## config.mk

```make
export PLATFORM = sky130hd
export DESIGN_NAME = hmm_ctrl
export DESIGN_NICKNAME = d
export VERILOG_FILES = /design/src/rtl/hmm_pkg.sv /design/src/rtl/hmm_ctrl.sv
export SDC_FILE = /design/constraint.sdc
export NUM_CORES = 1
export LEC_CHECK = 0
export BUFFER_PORTS_ARGS = -buffer_cell sky130_fd_sc_hd__buf_2
export CORE_ASPECT_RATIO = 0.8
export CORE_MARGIN = 2
export CORE_UTILIZATION = 30
export CTS_CLUSTER_DIAMETER = 30
export CTS_CLUSTER_SIZE = 40
export DETAILED_ROUTE_END_ITERATION = 7
export HOLD_SLACK_MARGIN = 0.12
export SETUP_SLACK_MARGIN = 0.1
export SKIP_LAST_GASP = 1
export SLEW_MARGIN = 15
export SYNTH_ARGS = -nofsm -noshare
export SYNTH_HDL_FRONTEND = slang
export SYNTH_SLANG_ARGS = --single-unit
```

## constraint.sdc

```tcl
create_clock -name clk_i -period 1.7 [get_ports clk_i]
set_input_delay 0.34 -clock clk_i [delete_from_list [all_inputs] [get_ports clk_i]]
set_output_delay 0.34 -clock clk_i [all_outputs]
set_load 0.01 [all_outputs]
```

## src/rtl/hmm_pkg.sv

```systemverilog
package hmm_pkg;

  // event kinds
  localparam logic [1:0] OP_START = 2'd0;
  localparam logic [1:0] OP_END   = 2'd1;
  localparam logic [1:0] OP_WRITE = 2'd2;

  // configuration register indexes
  localparam logic [2:0] CFG_MALLOC       = 3'd0;
  localparam logic [2:0] CFG_MALLOC_REENT = 3'd1;
  localparam logic [2:0] CFG_CALLOC       = 3'd2;
  localparam logic [2:0] CFG_REALLOC      = 3'd3;
  localparam logic [2:0] CFG_REALLOC_REENT = 3'd4;
  localparam logic [2:0] CFG_FREE         = 3'd5;
  localparam logic [2:0] CFG_FREE_REENT   = 3'd6;

  // table steps, run in this order within one event
  localparam int unsigned NUM_STEPS = 12;
  localparam logic [3:0] STEP_M_PUT   = 4'd0;
  localparam logic [3:0] STEP_M_PURGE = 4'd1;
  localparam logic [3:0] STEP_C_PUT   = 4'd2;
  localparam logic [3:0] STEP_C_PURGE = 4'd3;
  localparam logic [3:0] STEP_R_DROP  = 4'd4;
  localparam logic [3:0] STEP_R_PUT   = 4'd5;
  localparam logic [3:0] STEP_R_PURGE = 4'd6;
  localparam logic [3:0] STEP_F_HAS   = 4'd7;
  localparam logic [3:0] STEP_F_DROPA = 4'd8;
  localparam logic [3:0] STEP_F_ADD   = 4'd9;
  localparam logic [3:0] STEP_W_HAS   = 4'd10;
  localparam logic [3:0] STEP_W_GUARD = 4'd11;

  localparam logic [31:0] GUARD_OFS = 32'd4;
  localparam logic [6:0]  GUARD_MAX = 7'd127;

  typedef struct packed {
    logic       accept;
    logic       plan;
    logic       clear;
    logic       scan_start;
    logic       scan;
    logic       write;
    logic       fin;
    logic [3:0] step;
  } cmd_t;

  typedef struct packed {
    logic [NUM_STEPS-1:0] mask;
    logic                 found;
    logic                 scan_last;
    logic                 clear_last;
    logic                 out_free;
  } stat_t;

endpackage

```

## src/rtl/hmm_ctrl.sv

```systemverilog
module hmm_ctrl (
  input  logic           clk_i,
  input  logic           rst_ni,
  input  logic           in_valid_i,
  output logic           in_stall_o,
  input  hmm_pkg::stat_t stat_i,
  output hmm_pkg::cmd_t  cmd_o
);
  import hmm_pkg::*;

  localparam logic [2:0] S_CLEAR = 3'd0;
  localparam logic [2:0] S_IDLE  = 3'd1;
  localparam logic [2:0] S_PLAN  = 3'd2;
  localparam logic [2:0] S_PICK  = 3'd3;
  localparam logic [2:0] S_SCAN  = 3'd4;
  localparam logic [2:0] S_WRITE = 3'd5;
  localparam logic [2:0] S_FIN   = 3'd6;

  logic [2:0]           state_q, state_d;
  logic [NUM_STEPS-1:0] mask_q, mask_d;
  logic [3:0]           step_q, step_d;
  logic [NUM_STEPS-1:0] avail;
  logic [3:0]           pick;
  logic                 any;

  // steps still to run; release steps are skipped after a double free
  always_comb begin
    avail = mask_q;
    if (stat_i.found) begin
      avail[STEP_F_DROPA] = 1'b0;
      avail[STEP_F_ADD]   = 1'b0;
    end
    pick = 4'd0;
    any  = |avail;
    for (int i = NUM_STEPS - 1; i >= 0; i--) begin
      if (avail[i]) pick = 4'(i);
    end
  end

  always_comb begin
    state_d = state_q;
    mask_d  = mask_q;
    step_d  = step_q;
    cmd_o   = '0;
    cmd_o.step = step_q;
    case (state_q)
      S_CLEAR: begin
        cmd_o.clear = 1'b1;
        if (stat_i.clear_last) state_d = S_IDLE;
      end
      S_IDLE: begin
        if (in_valid_i) begin
          cmd_o.accept = 1'b1;
          state_d = S_PLAN;
        end
      end
      S_PLAN: begin
        cmd_o.plan = 1'b1;
        mask_d  = stat_i.mask;
        state_d = S_PICK;
      end
      S_PICK: begin
        if (any) begin
          step_d           = pick;
          cmd_o.step       = pick;
          cmd_o.scan_start = 1'b1;
          mask_d[pick]     = 1'b0;
          state_d          = S_SCAN;
        end else begin
          state_d = S_FIN;
        end
      end
      S_SCAN: begin
        cmd_o.scan = 1'b1;
        if (stat_i.scan_last) begin
          if (step_q inside {STEP_M_PUT, STEP_C_PUT, STEP_R_PUT, STEP_F_ADD}) begin
            state_d = S_WRITE;
          end else begin
            state_d = S_PICK;
          end
        end
      end
      S_WRITE: begin
        cmd_o.write = 1'b1;
        state_d = S_PICK;
      end
      S_FIN: begin
        if (stat_i.out_free) begin
          cmd_o.fin = 1'b1;
          state_d = S_IDLE;
        end
      end
      default: state_d = S_IDLE;
    endcase
  end

  assign in_stall_o = (state_q != S_IDLE);

  always_ff @(posedge clk_i or negedge rst_ni) begin
    if (!rst_ni) begin
      state_q <= S_CLEAR;
      mask_q  <= '0;
      step_q  <= '0;
    end else begin
      state_q <= state_d;
      mask_q  <= mask_d;
      step_q  <= step_d;
    end
  end

endmodule

```

# Yosys cells after proc, flatten, opt, wreduce, memory -nomap -nowiden
# Index checks and enable logic that the tools add are counted.
# totals
reg_bits,19
inputBits,19
# op_classes
order_cmp,2
eq_ne,15
mux,36
bitwise,2
reduce_logical,9
# op_table
cell,count
$mux 4,14
$pmux 12 s2,1
$pmux 3 s6,1
$mux 3,5
$and 12x12->12,1
$mux 12,1
$not 12->12,1
$reduce_or 12->1,1
$mux 1,11
$ne 2x2->1 const B,5
$eq 3x3->1 const B,3
$eq 3x2->1 const B,2
$lt 4x5->1 const B,1
$demux 1 s4,1
$eq 4x2->1 const B,1
$eq 4x3->1 const B,1
$eq 4x4->1 const B,1
$ge 4x1->1 const B,1
$logic_not 4->1,1
$mux 2,2
$reduce_and 4->1,1
$reduce_bool 4->1,1
$eq 3x1->1 const B,1
$logic_not 3->1,1
other kinds (5),5

# Longest topological paths before layout
# Gate-level depths: netlist of the first run.
# depth
ltp_word,20
mapped_depth,8

# Worst setup path after synthesis of the first run
# Ideal clock, no wire load.
# synth_path
path_type,reg-to-output
from,reg mask_q[10]
to,out cmd_o[0] in the netlist's numbering
arrival_ns,1.421
t_required_ns,1.360
setup_slack_ns,-0.061
stages_incl_launch_ff,5
path_cell_list,dfrtp_1 nand2b_1 a2111oi_2 o41ai_2 o21ai_0
# synth_rtl
element,line_no,source
from (decl),hmm_ctrl.sv:20,"logic [NUM_STEPS-1:0] mask_q, mask_d;"
from (signal assigned),hmm_ctrl.sv:106,mask_q <= mask_d;
to (decl),hmm_ctrl.sv:7,output hmm_pkg::cmd_t cmd_o

==> results.cfg, run 1 <==
[detailed_routing]
ant_nets = 0
drt_first_pass_iters = 4
drc = 0
wl_um = 4180
routed_via_density = 4.97
vias = 1363
first_iter_violations = 43
post_drt_wl_per_cell_um = 15.2

[sta]
slew_headroom_pct = 67.0
hold_viol = 0
setup_viol_count_final = 20
tns_ns = -3.77
rsz0062_at_grt = yes
hold_ws_ns = 0.288
fin_skew_ns = 0.00210
fin_crit_ns = 2.05
fin_ws_ns = -0.346
worst-slew-pin-transition_ns = 0.492
clock.fmax_mhz = 489
fin_crit_sh_pct = 120
finalMaxSlewViolations = 0

[synth]
yosys_warnings = 0
syn_area_um2 = 1210
synth_top_flop_cell = dfrtp_1
synth.area.top_cells = dfrtp_1, nand2_1, a22oi_1, nor2_1, o21ai_1
yosysTopAreaCellShare_pct = 39.4
synth_top_area_cell = dfrtp_1
yosysSeqAreaShare_pct = 39.4
synth.distinct_cells = 44
synth_common_cells = nand2_1, dfrtp_1, nor2_1, a22oi_1, o21ai_1
syn_inst = 135
async_flop_share_pct = 100
syn_nets = 154
synth_seq_cells = 19
avgSynthCellArea_um2 = 8.94
synth_edf_count = 0
synth_most_common_cell = nand2_1

[finish]
nets = 239
fin_cells = 274
drive_gt1_share_pct = 57.5
area_growth_pct = 74.8
diodes = 0

[critical_path]
worstPathCellList = nor4_4 > nand4_2 > nand2_4 > nand2_2 > o31ai_4 > buf_2
cp_num_buf_inv = 1
crit_arrival_ns = 1.71
r2r_setup_slack_ns = -0.27
r2r_cells = 8
regToRegStartpoint = mask_q[5]
cp-end-kind = output port
cp_slowest_cell = dfrtp_2
cp-start-kind = flip-flop
slowest_delay_ns = 0.43
criticalPathCategory = flip-flop to output port
crit_path_max_fanout = 7
cp.required_ns = 1.36
critical_path.startpoint = mask_q[0]
timing.rr.end = mask_q[7]
cp_top_family = simple AND/OR/NAND/NOR gates

[placement]
dp_slack_ns = -0.122
place_congestion = 0.935
place_inst = 250
dpl.hpwl_um = 2730
io_buffer_count = 30

[clock_network]
cts.sinks = 19
cts_buffer_depth = 2
root_buffer = clkbuf_8
cts_buffers = 3
cts_tree = yes
clock_latency_ns = 0.26
clk_pin_slew_ns = 0.07
htreeDepth = 1

[global_route]
grt_pass1_vias = 1342
grt_util_all_layers_pct = 19.4
grt_max_degree = 20
antenna_found_initial = 0
grt_pass1_wl_um = 6590
gr-total-overflow = 0

[floorplanning]
start_util_pct = 31.5
dieArea_um2 = 4550
core-area_um2 = 3830
die_w_um = 74.9
ios = 31
die_h_um = 60.7
core.rowCount = 20

[power]
pwr_density_cell_nw_per_um2 = 2230
totalPowerFinal_mw = 4.71
p_leak_nw = 0.983
ir_drop_mv = 0.985

[worst_hold_path]
hold_depth = 3
min_to = mask_q[10]
min_from = stat_i[14]
hold_path.class = primary input to flip-flop

[outcome]
outcome = finished, violations left
violations = negative setup slack

[run]
cap_violations = 0
## worst max path at each step
| stage | to | slack, ns | cells past startpoint |
|---|---|---|---|
| 4_1_cts | cmd_o[1] | -0.33 | 6 |
| 2_1_floorplan | cmd_o[0] | 0.08 | 4 |
| 3_5_place_dp | cmd_o[2] | -0.12 | 6 |
| 3_3_place_gp | cmd_o[0] | -0.09 | 6 |
| 5_1_grt | cmd_o[1] | -0.44 | 5 |
| 6_report | cmd_o[2] | -0.35 | 6 |
## layout make-up
| class | count | area, µm² |
|---|---|---|
| clock buffer | 4 | 45.0 |
| fill | 359 | 1720 |
| inverter | 6 | 25.0 |
| multi-input combinational | 104 | 853 |
| sequential | 19 | 479 |
| tap | 55 | 68.8 |
| timing repair buffer | 86 | 639 |
## flip-flops by register name (all words and copies together) (netlist names)
register	cells
step_q	4
mask_q	12
state_q	3
## kinds of logic after synthesis
logic type	count (synthesis)	synth area share, %
buf+inv	12	4.66
simple gates	58	27.9
mux	2	1.66
compound gates	44	26.4
flops	19	39.4
## power breakdown
part           internal (mW)  switching (mW)
combinational           1.82            1.66
clock                  0.167           0.155
sequential             0.663           0.245
## layout by cell type, fill, tap and decap left out, drive strengths merged, types with 2 or more instances in the layout
| cell | count |
|---|---|
| o31ai | 3 |
| a22o | 2 |
| buf | 85 |
| o21ai | 12 |
| nor3 | 2 |
| nor2 | 14 |
| a22oi | 8 |
| inv | 6 |
| clkbuf | 4 |
| dfrtp | 19 |
| nand3 | 2 |
| mux2i | 2 |
| nor3b | 4 |
| a21oi | 5 |
| nand2b | 4 |
| nand2 | 21 |
| nand3b | 2 |
| nor4 | 2 |
| o311ai | 2 |
| o211ai | 2 |
## worst reg2reg max path, cell delays in order (launching register included)
cell,delay [ns]
dfrtp_1,0.43
nor2_1,0.17
nand3b_1,0.12
a311o_1,0.39
buf_4,0.16
buf_6,0.12
buf_6,0.12
o311ai_4,0.27
nand2_1,0.08
## through the flow
step | util (%) | cell area, µm²
5_1_grt | 55.1 | 2110
6_report | 55.1 | 2110
4_1_cts | 52.4 | 2010
3_5_place_dp | 44.2 | 1690
3_3_place_gp | 44.2 | 1690
2_1_floorplan | - | 1230
## layer usage
| layer | track usage (%) | part of all wire (%) | vias to the layer above |
|---|---|---|---|
| met2 | 33.2 | 50 | 42 |
| met4 | 2.30 | 0.096 | 0 |
| li1 | - | - | 666 |
| met3 | 4.15 | 5.0 | 2 |
| met1 | 26.1 | 45 | 653 |
| met5 | 0 | 0 | - |
## what timing repair did
action	in CTS	in global routing
pin swaps	21	10
cloned	0	1
buffers inserted	13	5
endpoints found under the hold margin	19	0
gates resized for setup	30	16
endpoints found under the setup margin	21	24
hold buffers	1	0
(Power assumes the default switching activity.)
==> run 2, diff against run 1 <==
--- a/config.mk
+++ b/config.mk
@@ -9,6 +9,7 @@
 export CORE_ASPECT_RATIO = 0.8
 export CORE_MARGIN = 2
 export CORE_UTILIZATION = 30
+export CTS_BUF_LIST = sky130_fd_sc_hd__clkbuf_8 sky130_fd_sc_hd__clkbuf_16
 export CTS_CLUSTER_DIAMETER = 30
 export CTS_CLUSTER_SIZE = 40
 export DETAILED_ROUTE_END_ITERATION = 7
==> run 2 against run 1 <==
The flow still finishes with violations (negative setup slack). Register-to-register slack is essentially flat. Wire length shrank 0.14%. Worst setup slack is essentially flat. Count of clock-buffer cells in the layout shrank 1. Cell count is the same. Combinational power is essentially flat. Total power is essentially flat. Critical path depth is the same. Sequential power is essentially flat. Utilization is essentially flat. Global-route usage is the same. Die area is the same. Critical endpoint unchanged.
==> results.cfg, run 2 (synthesis gave the netlist of run 1 again) <==
[finish]
drive_gt1_share_pct = 58.0
ff_latch_area_um2 = 480
largest_reg_flops = 12
postLayoutCellArea_um2 = 2110
area_growth_pct = 74.9
diodes = 0
multi_input_area_um2 = 853
nets = 239
fin_cells = 274
final_common_cell = buf_4
largest-register = mask_q
largestRegisters = mask_q (12), step_q (4), state_q (3)
layout_common_cells = buf_4, buf_2, nand2_1
final.fill_count = 358
final_util_pct = 55.2

[sta]
setup_viol_count_final = 20
hold_ws_ns = 0.288
worst-slew-pin-transition_ns = 0.492
fin_crit_ns = 2.05
slew_headroom_pct = 67.0
hold_viol = 0
finalMaxSlewViolations = 0
fin_ws_ns = -0.346
fin_skew_ns = 0.00211
clock.fmax_mhz = 489
rsz0062_at_grt = yes
tns_ns = -3.77
fin_crit_sh_pct = 120

[critical_path]
worstPathCellList = nor4_4 > nand4_2 > nand2_4 > nand2_2 > o31ai_4 > buf_2
regToRegStartpoint = mask_q[5]
cp_num_buf_inv = 1
slowest_delay_ns = 0.43
cp-end-kind = output port
crit_arrival_ns = 1.71
cp_top_family = simple AND/OR/NAND/NOR gates
crit_path_max_fanout = 7
cp.required_ns = 1.36
cp-start-kind = flip-flop
critical_path.startpoint = mask_q[0]
criticalPathCategory = flip-flop to output port
cp_slowest_cell = dfrtp_2

[placement]
place_inst = 250
dpl.hpwl_um = 2730
io_buffer_count = 30
place_area_um2 = 1690
dp_slack_ns = -0.122
place_congestion = 0.935

[detailed_routing]
post_drt_wl_per_cell_um = 15.2
vias = 1364
drc = 0
routed_via_density = 4.98
first_iter_violations = 43
ant_nets = 0
wl_um = 4170
drt_first_pass_iters = 4

[power]
totalPowerFinal_mw = 4.71
ir_drop_mv = 0.985
combPwrFrac_pct = 73.9
pwr_density_cell_nw_per_um2 = 2230
intPower_mw = 2.65
p_seq_share_pct = 19.3
p_leak_nw = 0.986
p_switching_mw = 2.06
switching_share_pct = 43.7
p_clk_share_pct = 6.7

[clock_network]
clk_pin_slew_ns = 0.07
cts_tree = yes
htreeDepth = 1
cts_buffers = 3
clock_latency_ns = 0.26
cts.sinks = 19
cts_buffer_depth = 2
root_buffer = clkbuf_8

[floorplanning]
ios = 31
start_util_pct = 31.5
dieArea_um2 = 4550
core.rowCount = 20
die_w_um = 74.9
die_h_um = 60.7
core-area_um2 = 3830

[global_route]
grt_pass1_wl_um = 6590
grt_max_degree = 20
grt_pass1_vias = 1342
grt_util_all_layers_pct = 19.4
antenna_found_initial = 0
gr-total-overflow = 0

[worst_hold_path]
hold_path.class = primary input to flip-flop
min_from = stat_i[14]

[outcome]
outcome = finished, violations left
violations = negative setup slack

[run]
cap_violations = 0
## run 2: power groups by stage
stage          logic (mW)  clock network [mW]  registers [mW]
6_report             3.48               0.316           0.910
5_1_grt              3.76               0.344           0.938
4_1_cts              3.17               0.330           0.896
3_5_place_dp         2.43                   0           0.889
3_3_place_gp         2.40                   0           0.877
2_1_floorplan        1.35                   0           0.882
## run 2: layout make-up
type	count	share of cell area, %
Clock buffer	3	1.95
Clock inverter	1	0.178
Inverter	6	1.18
Multi-Input combinational cell	104	40.4
Sequential cell	19	22.7
Tap cell	55	3.26
Timing Repair Buffer	86	30.3
## run 2: final timing paths
path / end / slack, ns / cells past startpoint
min in group asynchronous: step_q[0] / 0.57 / 2
max in group asynchronous: mask_q[0] / 0.78 / 2
max reg2reg: mask_q[7] / -0.27 / 8
max: cmd_o[2] / -0.35 / 6
min reg2reg: step_q[1] / 0.51 / 2
min: mask_q[10] / 0.29 / 3
## run 2: layer usage
layer	track usage, %	up-vias	part of all wire (%)
met5	0	-	0
met4	2.30	0	0.096
met3	4.15	2	5.0
met2	33.2	42	50
met1	26.1	654	45
li1	-	666	-
## run 2: timing repair
action / 4_1_cts / 5_1_grt
hold buffers: 1 / 0
setup endpoints to repair: 21 / 24
pin swaps: 21 / 10
endpoints found under the hold margin: 19 / 0
gates resized for setup: 30 / 17
setup buffers: 13 / 5
gates cloned: 0 / 1
## run 2: worst register-to-register path: stages, from the launching register on
cell      delay [ns]
dfrtp_1         0.43
nor2_1          0.17
nand3b_1        0.12
a311o_1         0.39
buf_4           0.16
buf_6           0.12
buf_6           0.12
o311ai_4        0.27
nand2_1         0.08
